### config.mk
export PLATFORM = sky130hd
export DESIGN_NAME = altitude_timed_release_motor_flat
export DESIGN_NICKNAME = d
export VERILOG_FILES = /design/src/rtl/atrm_pkg.sv /design/src/rtl/atrm_if.sv /design/src/rtl/atrm_cfg_regs.sv /design/src/rtl/atrm_group.sv /design/src/rtl/altitude_timed_release_motor.sv /design/src/flat_wrapper.sv
export SDC_FILE = /design/constraint.sdc
export NUM_CORES = 2
export LEC_CHECK = 0
export ABC_AREA = 1
export BUFFER_PORTS_ARGS = -buffer_cell sky130_fd_sc_hd__buf_2
export CORE_MARGIN = 3
export CORE_UTILIZATION = 55
export CTS_BUF_LIST = sky130_fd_sc_hd__clkbuf_8
export DETAILED_ROUTE_END_ITERATION = 10
export PLACE_DENSITY = 0.83
export SLEW_MARGIN = 20
export SYNTH_ARGS = -nofsm -noshare
export SYNTH_HDL_FRONTEND = slang
export SYNTH_SLANG_ARGS = --single-unit
### constraint.sdc
create_clock -name clk -period 17.39 [get_ports clk]
set_input_delay 3.478 -clock clk [delete_from_list [all_inputs] [get_ports clk]]
set_output_delay 3.478 -clock clk [all_outputs]
set_load 0.1 [all_outputs]
### src/rtl/atrm_pkg.sv
// ----------------------------------------------------------------------------
// atrm_pkg
// Shared types and constants for the altitude timed release motor block.
// ----------------------------------------------------------------------------
package atrm_pkg;

  localparam int unsigned NumGroups  = 3;
  localparam int unsigned NumWindows = 3;

  localparam logic [31:0] ArmWindow    = 32'd10;
  localparam logic [9:0]  FaultOnAfter = 10'd300;
  localparam logic [9:0]  FaultLimit   = 10'd900;

  // register indexes on the configuration port
  localparam logic [2:0] RegGroupA  = 3'd0;
  localparam logic [2:0] RegGroupB  = 3'd1;
  localparam logic [2:0] RegGroupC  = 3'd2;
  localparam logic [2:0] RegWindowA = 3'd3;
  localparam logic [2:0] RegWindowB = 3'd4;
  localparam logic [2:0] RegWindowC = 3'd5;
  localparam logic [2:0] RegEnable  = 3'd6;
  localparam logic [2:0] RegMargin  = 3'd7;

  // altitude group sequence
  typedef enum logic [4:0] {
    GS_IDLE    = 5'b00001,
    GS_ARMED   = 5'b00010,
    GS_CONFIRM = 5'b00100,
    GS_RUN     = 5'b01000,
    GS_DONE    = 5'b10000
  } grp_stage_t;

  typedef struct packed {
    logic [NumGroups-1:0][63:0]  group_setting;
    logic [NumWindows-1:0][63:0] window_setting;
    logic [5:0]                  enable_mask;
    logic [31:0]                 altitude_margin;
  } cfg_t;

  // what one group reports for the current tick
  typedef struct packed {
    logic write;   // group drives the motor level this tick
    logic level;
    logic done;    // group in its done stage after this tick
  } grp_status_t;

endpackage

### src/rtl/atrm_if.sv
// ----------------------------------------------------------------------------
// atrm_tick_if / atrm_result_if
// Valid/ready channels for control ticks and motor results.
// ----------------------------------------------------------------------------
interface atrm_tick_if;
  logic        valid;
  logic        ready;
  logic [31:0] altitude;
  logic [31:0] tick_time;
  logic        storage_fault;
  logic        start_request;
  logic [31:0] start_duration;

  modport source (output valid, altitude, tick_time, storage_fault, start_request,
                  start_duration, input ready);
  modport sink (input valid, altitude, tick_time, storage_fault, start_request,
                start_duration, output ready);
endinterface

interface atrm_result_if;
  logic       valid;
  logic       ready;
  logic       motor_on;
  logic [2:0] groups_done;

  modport source (output valid, motor_on, groups_done, input ready);
  modport sink (input valid, motor_on, groups_done, output ready);
endinterface

### src/rtl/atrm_cfg_regs.sv
// ----------------------------------------------------------------------------
// atrm_cfg_regs
// APB-style register file holding group, window, enable and margin settings.
// ----------------------------------------------------------------------------
module atrm_cfg_regs (
  input  logic           clk,
  input  logic           rst,
  input  logic           psel,
  input  logic           penable,
  input  logic           pwrite,
  input  logic [5:0]     paddr,
  input  logic [63:0]    pwdata,
  output logic [63:0]    prdata,
  output logic           pready,
  output atrm_pkg::cfg_t cfg
);
  import atrm_pkg::*;

  logic [2:0] reg_idx;
  logic       wr_en;

  assign reg_idx = paddr[5:3];
  assign pready  = 1'b1;
  assign wr_en   = psel & penable & pwrite & pready;

  always_ff @(posedge clk) begin
    if (rst) begin
      cfg <= '0;
    end else if (wr_en) begin
      unique case (reg_idx)
        RegGroupA:  cfg.group_setting[0]  <= pwdata;
        RegGroupB:  cfg.group_setting[1]  <= pwdata;
        RegGroupC:  cfg.group_setting[2]  <= pwdata;
        RegWindowA: cfg.window_setting[0] <= pwdata;
        RegWindowB: cfg.window_setting[1] <= pwdata;
        RegWindowC: cfg.window_setting[2] <= pwdata;
        RegEnable:  cfg.enable_mask       <= pwdata[5:0];
        RegMargin:  cfg.altitude_margin   <= pwdata[31:0];
        default:    cfg.altitude_margin   <= cfg.altitude_margin;
      endcase
    end
  end

  always_comb begin
    unique case (reg_idx)
      RegGroupA:  prdata = cfg.group_setting[0];
      RegGroupB:  prdata = cfg.group_setting[1];
      RegGroupC:  prdata = cfg.group_setting[2];
      RegWindowA: prdata = cfg.window_setting[0];
      RegWindowB: prdata = cfg.window_setting[1];
      RegWindowC: prdata = cfg.window_setting[2];
      RegEnable:  prdata = {58'd0, cfg.enable_mask};
      RegMargin:  prdata = {32'd0, cfg.altitude_margin};
      default:    prdata = '0;
    endcase
  end

endmodule

### src/rtl/atrm_group.sv
// ----------------------------------------------------------------------------
// atrm_group
// One altitude release group: arm, confirm on changing readings, timed run.
// ----------------------------------------------------------------------------
module atrm_group (
  input  logic                  clk,
  input  logic                  rst,
  input  logic                  enable,
  input  logic                  commit,
  input  logic [31:0]           altitude,
  input  logic [31:0]           tick_time,
  input  logic [63:0]           setting,
  input  logic [31:0]           margin,
  output atrm_pkg::grp_status_t status
);
  import atrm_pkg::*;

  grp_stage_t  stage, stage_mid, stage_next;
  logic [31:0] stamp, stamp_mid, last_alt;
  logic [31:0] threshold, duration;
  logic [32:0] alt_sum;
  logic        at_height, in_window, changed, run_live;

  assign threshold = setting[31:0];
  assign duration  = setting[63:32];

  // exact sum, no wrap
  assign alt_sum   = {altitude[31], altitude} + {margin[31], margin};
  assign at_height = $signed(alt_sum) >= $signed({threshold[31], threshold});
  assign in_window = tick_time < (stamp + ArmWindow);
  assign changed   = altitude != last_alt;

  always_comb begin
    stage_mid = stage;
    stamp_mid = stamp;
    unique case (stage)
      GS_IDLE: begin
        if (at_height) begin
          stage_mid = GS_ARMED;
          stamp_mid = tick_time;
        end
      end
      GS_ARMED: begin
        if (!at_height || !in_window) begin
          stage_mid = GS_IDLE;
        end else if (changed) begin
          stage_mid = GS_CONFIRM;
        end
      end
      GS_CONFIRM: begin
        if (!at_height || !in_window) begin
          stage_mid = GS_IDLE;
        end else if (changed) begin
          stage_mid = GS_RUN;
          stamp_mid = tick_time;
        end
      end
      GS_RUN, GS_DONE: begin
        stage_mid = stage;
      end
      default: begin
        stage_mid = GS_IDLE;
      end
    endcase
  end

  assign run_live = tick_time < (stamp_mid + duration);

  always_comb begin
    stage_next   = stage_mid;
    status.write = 1'b0;
    status.level = 1'b0;
    if (stage_mid == GS_RUN) begin
      status.write = 1'b1;
      status.level = run_live;
      if (!run_live) begin
        stage_next = GS_DONE;
      end
    end
    if (!enable) begin
      stage_next   = stage;
      status.write = 1'b0;
    end
    status.done = stage_next == GS_DONE;
  end

  always_ff @(posedge clk) begin
    if (rst) begin
      stage    <= GS_IDLE;
      stamp    <= '0;
      last_alt <= '0;
    end else if (commit && enable) begin
      stage    <= stage_next;
      stamp    <= stamp_mid;
      last_alt <= altitude;
    end
  end

endmodule

### src/rtl/altitude_timed_release_motor.sv
// ----------------------------------------------------------------------------
// altitude_timed_release_motor
// Release motor controller driven by altitude groups, time windows, a storage
// fault fallback and a commanded timed run; one motor level per control tick.
// ----------------------------------------------------------------------------
// Path: an accepted tick beat goes through the tick register, then the result register, to its result beat.
// Throughput: one tick beat per cycle; the tick register and the result
//   register move together, so the result register only stalls the input
//   when it is full and not being taken.
// Reset: synchronous, active high; clears settings, group stages, fault count,
//   commanded run and the motor level (off). No clearing pass.
module altitude_timed_release_motor (
  input  logic               clk,
  input  logic               rst,
  atrm_tick_if.sink          tick,
  atrm_result_if.source      result,
  input  logic               psel,
  input  logic               penable,
  input  logic               pwrite,
  input  logic [5:0]         paddr,
  input  logic [63:0]        pwdata,
  output logic [63:0]        prdata,
  output logic               pready
);
  import atrm_pkg::*;

  cfg_t cfg;

  // tick register
  logic        tick_vld;
  logic [31:0] q_alt, q_tick, q_dur;
  logic        q_fault, q_req;
  logic        advance;

  // block state
  logic        motor_level, motor_next;
  logic [9:0]  fault_ticks, fault_next;
  logic        run_active, run_active_next;
  logic [31:0] run_stamp, run_stamp_next, run_length, run_length_next;

  grp_status_t [NumGroups-1:0] grp;
  logic [NumWindows-1:0]       win_on;
  logic [10:0]                 fault_inc;
  logic                        fault_write, fault_level;
  logic                        run_write, run_level;
  logic [31:0]                 run_stamp_eff, run_length_eff;

  // --------------------------------------------------------------------------
  // Configuration registers
  // --------------------------------------------------------------------------
  atrm_cfg_regs u_cfg (
    .clk     (clk),
    .rst     (rst),
    .psel    (psel),
    .penable (penable),
    .pwrite  (pwrite),
    .paddr   (paddr),
    .pwdata  (pwdata),
    .prdata  (prdata),
    .pready  (pready),
    .cfg     (cfg)
  );

  // --------------------------------------------------------------------------
  // Handshake: the tick register drains into the result register whenever the
  // result register is empty or its beat is taken this cycle.
  // --------------------------------------------------------------------------
  assign advance    = tick_vld && (!result.valid || result.ready);
  assign tick.ready = !tick_vld || advance;

  always_ff @(posedge clk) begin
    if (rst) begin
      tick_vld <= 1'b0;
    end else if (tick.ready) begin
      tick_vld <= tick.valid;
    end
  end

  always_ff @(posedge clk) begin
    if (tick.valid && tick.ready) begin
      q_alt   <= tick.altitude;
      q_tick  <= tick.tick_time;
      q_fault <= tick.storage_fault;
      q_req   <= tick.start_request;
      q_dur   <= tick.start_duration;
    end
  end

  // --------------------------------------------------------------------------
  // Altitude groups, state committed only when the tick moves on
  // --------------------------------------------------------------------------
  for (genvar g = 0; g < NumGroups; g++) begin : g_grp
    atrm_group u_grp (
      .clk       (clk),
      .rst       (rst),
      .enable    (cfg.enable_mask[g]),
      .commit    (advance),
      .altitude  (q_alt),
      .tick_time (q_tick),
      .setting   (cfg.group_setting[g]),
      .margin    (cfg.altitude_margin),
      .status    (grp[g])
    );
  end

  // --------------------------------------------------------------------------
  // Absolute time windows: open strictly between start and start + length
  // (sum wraps at 32 bits)
  // --------------------------------------------------------------------------
  for (genvar w = 0; w < NumWindows; w++) begin : g_win
    assign win_on[w] = (q_tick > cfg.window_setting[w][31:0]) &&
                       (q_tick < (cfg.window_setting[w][31:0] +
                                  cfg.window_setting[w][63:32]));
  end

  // --------------------------------------------------------------------------
  // Storage fault fallback: count saturates at the limit; on above the
  // threshold, off at the limit, no opinion below.
  // --------------------------------------------------------------------------
  assign fault_inc = {1'b0, fault_ticks} + 11'd1;

  always_comb begin
    fault_next  = fault_ticks;
    fault_write = 1'b0;
    fault_level = 1'b0;
    if (q_fault) begin
      if (fault_inc >= {1'b0, FaultLimit}) begin
        fault_next  = FaultLimit;
        fault_write = 1'b1;
      end else begin
        fault_next = fault_inc[9:0];
        if (fault_inc > {1'b0, FaultOnAfter}) begin
          fault_write = 1'b1;
          fault_level = 1'b1;
        end
      end
    end
  end

  // --------------------------------------------------------------------------
  // Commanded run: a request (re)starts it from this tick
  // --------------------------------------------------------------------------
  assign run_stamp_eff  = q_req ? q_tick : run_stamp;
  assign run_length_eff = q_req ? q_dur  : run_length;

  always_comb begin
    run_active_next = run_active | q_req;
    run_stamp_next  = run_stamp_eff;
    run_length_next = run_length_eff;
    run_write       = run_active_next;
    run_level       = 1'b0;
    if (run_active_next) begin
      if (q_tick < (run_stamp_eff + run_length_eff)) begin
        run_level = 1'b1;
      end else begin
        run_active_next = 1'b0;
        run_stamp_next  = '0;
        run_length_next = '0;
      end
    end
  end

  // --------------------------------------------------------------------------
  // Motor level: the last source to write in tick order wins, else hold
  // --------------------------------------------------------------------------
  always_comb begin
    priority if (run_write) begin
      motor_next = run_level;
    end else if (fault_write) begin
      motor_next = fault_level;
    end else if (cfg.enable_mask[5]) begin
      motor_next = win_on[2];
    end else if (cfg.enable_mask[4]) begin
      motor_next = win_on[1];
    end else if (cfg.enable_mask[3]) begin
      motor_next = win_on[0];
    end else if (grp[2].write) begin
      motor_next = grp[2].level;
    end else if (grp[1].write) begin
      motor_next = grp[1].level;
    end else if (grp[0].write) begin
      motor_next = grp[0].level;
    end else begin
      motor_next = motor_level;
    end
  end

  always_ff @(posedge clk) begin
    if (rst) begin
      motor_level <= 1'b0;
      fault_ticks <= '0;
      run_active  <= 1'b0;
      run_stamp   <= '0;
      run_length  <= '0;
    end else if (advance) begin
      motor_level <= motor_next;
      fault_ticks <= fault_next;
      run_active  <= run_active_next;
      run_stamp   <= run_stamp_next;
      run_length  <= run_length_next;
    end
  end

  // --------------------------------------------------------------------------
  // Result register
  // --------------------------------------------------------------------------
  always_ff @(posedge clk) begin
    if (rst) begin
      result.valid <= 1'b0;
    end else if (advance) begin
      result.valid <= 1'b1;
    end else if (result.ready) begin
      result.valid <= 1'b0;
    end
  end

  always_ff @(posedge clk) begin
    if (advance) begin
      result.motor_on    <= motor_next;
      result.groups_done <= {grp[2].done, grp[1].done, grp[0].done};
    end
  end

endmodule
### src/flat_wrapper.sv
// flat-port wrapper written by rule: the top's interface ports become plain ports
module altitude_timed_release_motor_flat import atrm_pkg::*;
  (clk, rst, psel, penable, pwrite, paddr, pwdata, prdata, pready, tick_valid, tick_altitude, tick_tick_time, tick_storage_fault, tick_start_request, tick_start_duration, tick_ready, result_valid, result_motor_on, result_groups_done, result_ready);
  atrm_tick_if tick_i ();
  atrm_result_if result_i ();
  input  logic clk;
  input  logic rst;
  input  logic psel;
  input  logic penable;
  input  logic pwrite;
  input  logic [5:0] paddr;
  input  logic [63:0] pwdata;
  output logic [63:0] prdata;
  output logic pready;
  input wire logic [$bits(tick_i.valid)-1:0] tick_valid;
  input wire logic [$bits(tick_i.altitude)-1:0] tick_altitude;
  input wire logic [$bits(tick_i.tick_time)-1:0] tick_tick_time;
  input wire logic [$bits(tick_i.storage_fault)-1:0] tick_storage_fault;
  input wire logic [$bits(tick_i.start_request)-1:0] tick_start_request;
  input wire logic [$bits(tick_i.start_duration)-1:0] tick_start_duration;
  output wire logic [$bits(tick_i.ready)-1:0] tick_ready;
  output wire logic [$bits(result_i.valid)-1:0] result_valid;
  output wire logic [$bits(result_i.motor_on)-1:0] result_motor_on;
  output wire logic [$bits(result_i.groups_done)-1:0] result_groups_done;
  input wire logic [$bits(result_i.ready)-1:0] result_ready;
  assign tick_i.valid = tick_valid;
  assign tick_i.altitude = tick_altitude;
  assign tick_i.tick_time = tick_tick_time;
  assign tick_i.storage_fault = tick_storage_fault;
  assign tick_i.start_request = tick_start_request;
  assign tick_i.start_duration = tick_start_duration;
  assign tick_ready = tick_i.ready;
  assign result_valid = result_i.valid;
  assign result_motor_on = result_i.motor_on;
  assign result_groups_done = result_i.groups_done;
  assign result_i.ready = result_ready;
  altitude_timed_release_motor u_core (.clk(clk), .rst(rst), .tick(tick_i), .result(result_i), .psel(psel), .penable(penable), .pwrite(pwrite), .paddr(paddr), .pwdata(pwdata), .prdata(prdata), .pready(pready));
endmodule
==> qor_table.md <==
| Result | This run |
|---|---|
| Part of the power in combinational logic | 18.0% |
| Number of instances in the synthesized netlist | 7,847 |
| Start point of the worst min-delay path | u_core.run_length[6] |
| Worst Setup Path Type | reg -> reg |
| Worst relative slew slack | 20.65% |
| FF+latch area | 17,220 µm² |
| Total net switching power | 1.508 mW |
| Measured slew at the worst slew-check pin | 1183 ps |
| Antenna viol nets, final | 0 |
| Clock group share of total power | 40.4% |
| Part of the Yosys area used for sequential elements | 29.85% |
| Final Net Count | 8,938 |
| Clock Sink Count | 809 |
| Data required time at the worst endpoint | 18,140 ps |
| Top area cells in the synthesized netlist | dfxtp_1 25%, ha_1 16%, a21oi_1 9.0%, o21ai_0 7.3%, nand2_1 6.4% |
| Synthesis-to-finish area growth | 9.553% |
| Via count of the first global-routing pass | 53,320 |
| DP Worst Slack | 5518 ps |
| Post-cts resize count | 0 |
| Beginning of the worst register-to-register path | u_core.q_alt[1] |
| Post-synthesis cell area | 57,680 µm² |
| Number of fillers in the final layout | 9,279 |
| Final clock period utilization by the worst path | 69.82% |
| Endpoint of the worst hold path | u_core.run_length[6] |
| Number of instances on the worst hold path | 2 |
| Total power per unit cell area | 74.97 nW/µm² |
| Share of final-layout standard cells stronger than drive strength 1 | 8.161% |
| Flip-flop and latch count after synthesis | 809 |
| Residual overflow from global routing | 0 |
| DRC violations left | 0 |
| Number of synthesis warnings | 0 |
| Max Cap Viol | 0 |
| Post-Synthesis Net Count | 8,788 |
| Share of total power consumed by net switching | 31.83% |
| Die width | 329.9 µm |
| Pin count of the biggest net entering global routing | 219 |
| Final setup violating endpoints | 0 |
| Final setup skew | 59.01 ps |
| TritonCTS clock tree | yes |
| Clk_lat worst skew | 900 ps |
| Initial DRC Count | 7,113 |
| Inserted Clock Buffers | 147 |
| Worst path max stage delay | 600 ps |
| Cell variety after synth | 63 |
| Quantity of hold-fixing buffers added after cts | 0 |
| Multi-input gate area | 36,290 µm² |
| Vias per cell | 6.085 |
| H-tree levels | 4 |
| Maximum fanout encountered on the critical timing path | 13 |
| Routed WL per cell | 21.22 µm |
| Leading cell types by count after synthesis | 1,033 x a21oi_1, 986 x nand2_1, 838 x o21ai_0, 818 x nor2_1, 795 x inv_1 |
| Endpoints failing hold | 0 |
| Final TNS setup | 0 ps |
| Number of top-level pins | 246 |
| Floorplan die area | 108,800 µm² |
| Avg Synthesized Cell Area | 7.351 µm² |
| Post-layout minimum cycle time | 12,140 ps |
| Initial core utilization | 55.58% |
| Worst vdd ir | 0.00008588 V |
| Number of antenna violations at the first check in global routing | 27 |
| GR Util All Layers | 35.78% |
| Maximum count of clock buffers along a single path | 3 |
| Pins Over Slew Limit | 0 |
| Classification of the worst-slack hold path | reg -> reg |
| Most frequent cell on the critical path | nand2_1 |
| Dominant register cell in the synthesized netlist | dfxtp_1 |
| CP max stage cell | a2111oi_0 |
| Reg-to-reg slack, setup | 5250 ps |
| Core region area | 103,800 µm² |
| FF-to-FF End | u_core.result.motor_on |
| Path depth of the worst reg2reg path | 64 |
| Type of element launching the critical path | flip-flop |
| Final estimated routing congestion in global placement | 0.9979 |
| Maximum frequency from static timing analysis | 82.36 MHz |
| CTS Root Buffer Type | clkbuf_8 |
| Most frequent cell after synthesis | a21oi_1 |
| Cell type with the highest aggregate area in the netlist | dfxtp_1 |
| Overall routed net length | 201,800 µm |
| Register share of total power | 41.6% |
| Result of the run | completed |
| Post-synth EDFFs | 102 |
| Fraction of synthesis flops using an asynchronous set or reset pin | 0% |
| Post-route setup slack | 5248 ps |
| Design internal power | 3.230 mW |
| Clock transition at the registers of the reported paths | 60 ps |
| Number of port buffers | 241 |
| Setup fix buffers added after clock tree synthesis | 0 |
| Via count | 57,890 |
| Critical path endpoint category | flip-flop |
| Post-detailed-placement half-perimeter wirelength | 150,300 µm |
| First-pass GRT wire length | 303,000 µm |
| Die Height | 329.9 µm |
| RSZ-0062 raised after global routing | false |
| Startpoint of the worst setup timing path | u_core.q_alt[1] |
| Fraction of synthesized cell area taken by the top area cell type | 24.54% |
| Number of search-and-repair iterations in the first detailed-routing pass | 7 |
| Worst EP arrival | 12,890 ps |
| Leakage power | 27.60 nW |
| Rows | 118 |
[logic make-up after synthesis]
kind of cell             count (synthesis)  synth area share [%]
AO/OA/AOI/OAI                         2310                 21.60
XOR/XNOR                               379                 5.755
adder cells (fa/ha/maj)                766                 16.72
buffers and inverters                 1127                 7.353
flip-flops                             809                 29.85
multiplexers                            63                 1.226
other                                    1              0.006501
AND/OR/NAND/NOR                       2392                 17.49
[how the worst max path moves through the flow]
stage / end / slack [ps] / cells after the start
floorplan: prdata[39] / 7680 / 6
global placement: u_core.result.motor_on / 5650 / 64
global route: u_core.motor_level / 4430 / 64
detailed placement: u_core.motor_level / 5520 / 64
finish: u_core.result.motor_on / 5250 / 64
CTS: u_core.motor_level / 5480 / 64
[flip-flops by register name, summed over array words and instances, names as in the netlist]
signal                       count
u_core.q_fault                   1
u_core.fault_ticks              10
u_core.g_grp.u_grp.stage        15
u_core.g_grp.u_grp.stamp        96
u_core.u_cfg.cfg               422
u_core.q_dur                    32
u_core.result.motor_on           1
u_core.g_grp.u_grp.last_alt     96
u_core.q_req                     1
u_core.q_tick                   32
u_core.q_alt                    32
u_core.motor_level               1
u_core.run_stamp                32
u_core.run_active                1
u_core.tick_vld                  1
u_core.run_length               32
u_core.result.groups_done        3
u_core.result.valid              1
[power groups by stage]
stage,Combinational [mW],Clock [mW],Sequential [mW]
2_1_floorplan,0.578,0,2.00
3_3_place_gp,0.800,0,2.01
3_5_place_dp,0.830,0,2.01
4_1_cts,0.835,1.93,1.97
5_1_grt,0.950,2.01,1.97
6_report,0.853,1.91,1.97
[metal layers]
metal  part of all wire, %  wire (µm)  global-route usage (%)
met2                    42      84190                   53.68
met1                    40      81460                   47.14
met4                   6.1      12360                   19.25
met5                 0.032         65                       0
met3                    12      23770                   9.092
[cells in the final DEF (no fill, tap or decap), types with 19 or more instances in the layout]
cell	n
diode_2	21
a31oi_1	32
nand4_1	126
mux2_2	61
o21ai_1	83
a221oi_1	27
nor2_1	809
buf_2	240
o22ai_1	61
buf_4	77
o211ai_1	59
a21oi_1	1033
ha_1	758
a211oi_1	23
dfxtp_1	707
clkbuf_8	171
o21bai_1	21
inv_1	833
edfxtp_1	102
xor2_1	218
nand2_1	983
nand3_1	299
nor4_1	34
o21ai_0	838
o21a_1	25
nor3_1	75
xnor2_1	161
inv_2	19
[per-stage QoR]
step	instances	area, µm²	hold WS, ps	power (mW)	util [%]
4_1_cts	9492	63140	463.5	4.732	60.83
5_1_grt	9500	63160	474.8	4.935	60.85
3_5_place_dp	9228	60100	454.5	2.839	57.90
6_report	9513	63190	464.2	4.738	60.88
2_1_floorplan	7847	57680	441.5	2.582	-
3_3_place_gp	9228	60100	448.6	2.808	57.90
[critical path: cells and delay by family (launching register included)]
family          cells  cell delay, ps
simple gates       34            4270
xor+xnor            2             580
fa+ha+maj           5            1650
flops               1             570
compound gates     19            4230
buf+inv             4             690
[cell type report]
| class | instances | share of cell area [%] |
|---|---|---|
| Inverter | 809 | 4.821 |
| Clock buffer | 171 | 3.724 |
| Sequential cell | 809 | 27.24 |
| Multi-Input combinational cell | 5911 | 57.43 |
| Clock inverter | 93 | 1.095 |
| Antenna cell | 21 | 0.08316 |
| Tap cell | 1380 | 2.732 |
| Timing Repair Buffer | 319 | 2.865 |
Power figures use the tool's default switching activity.
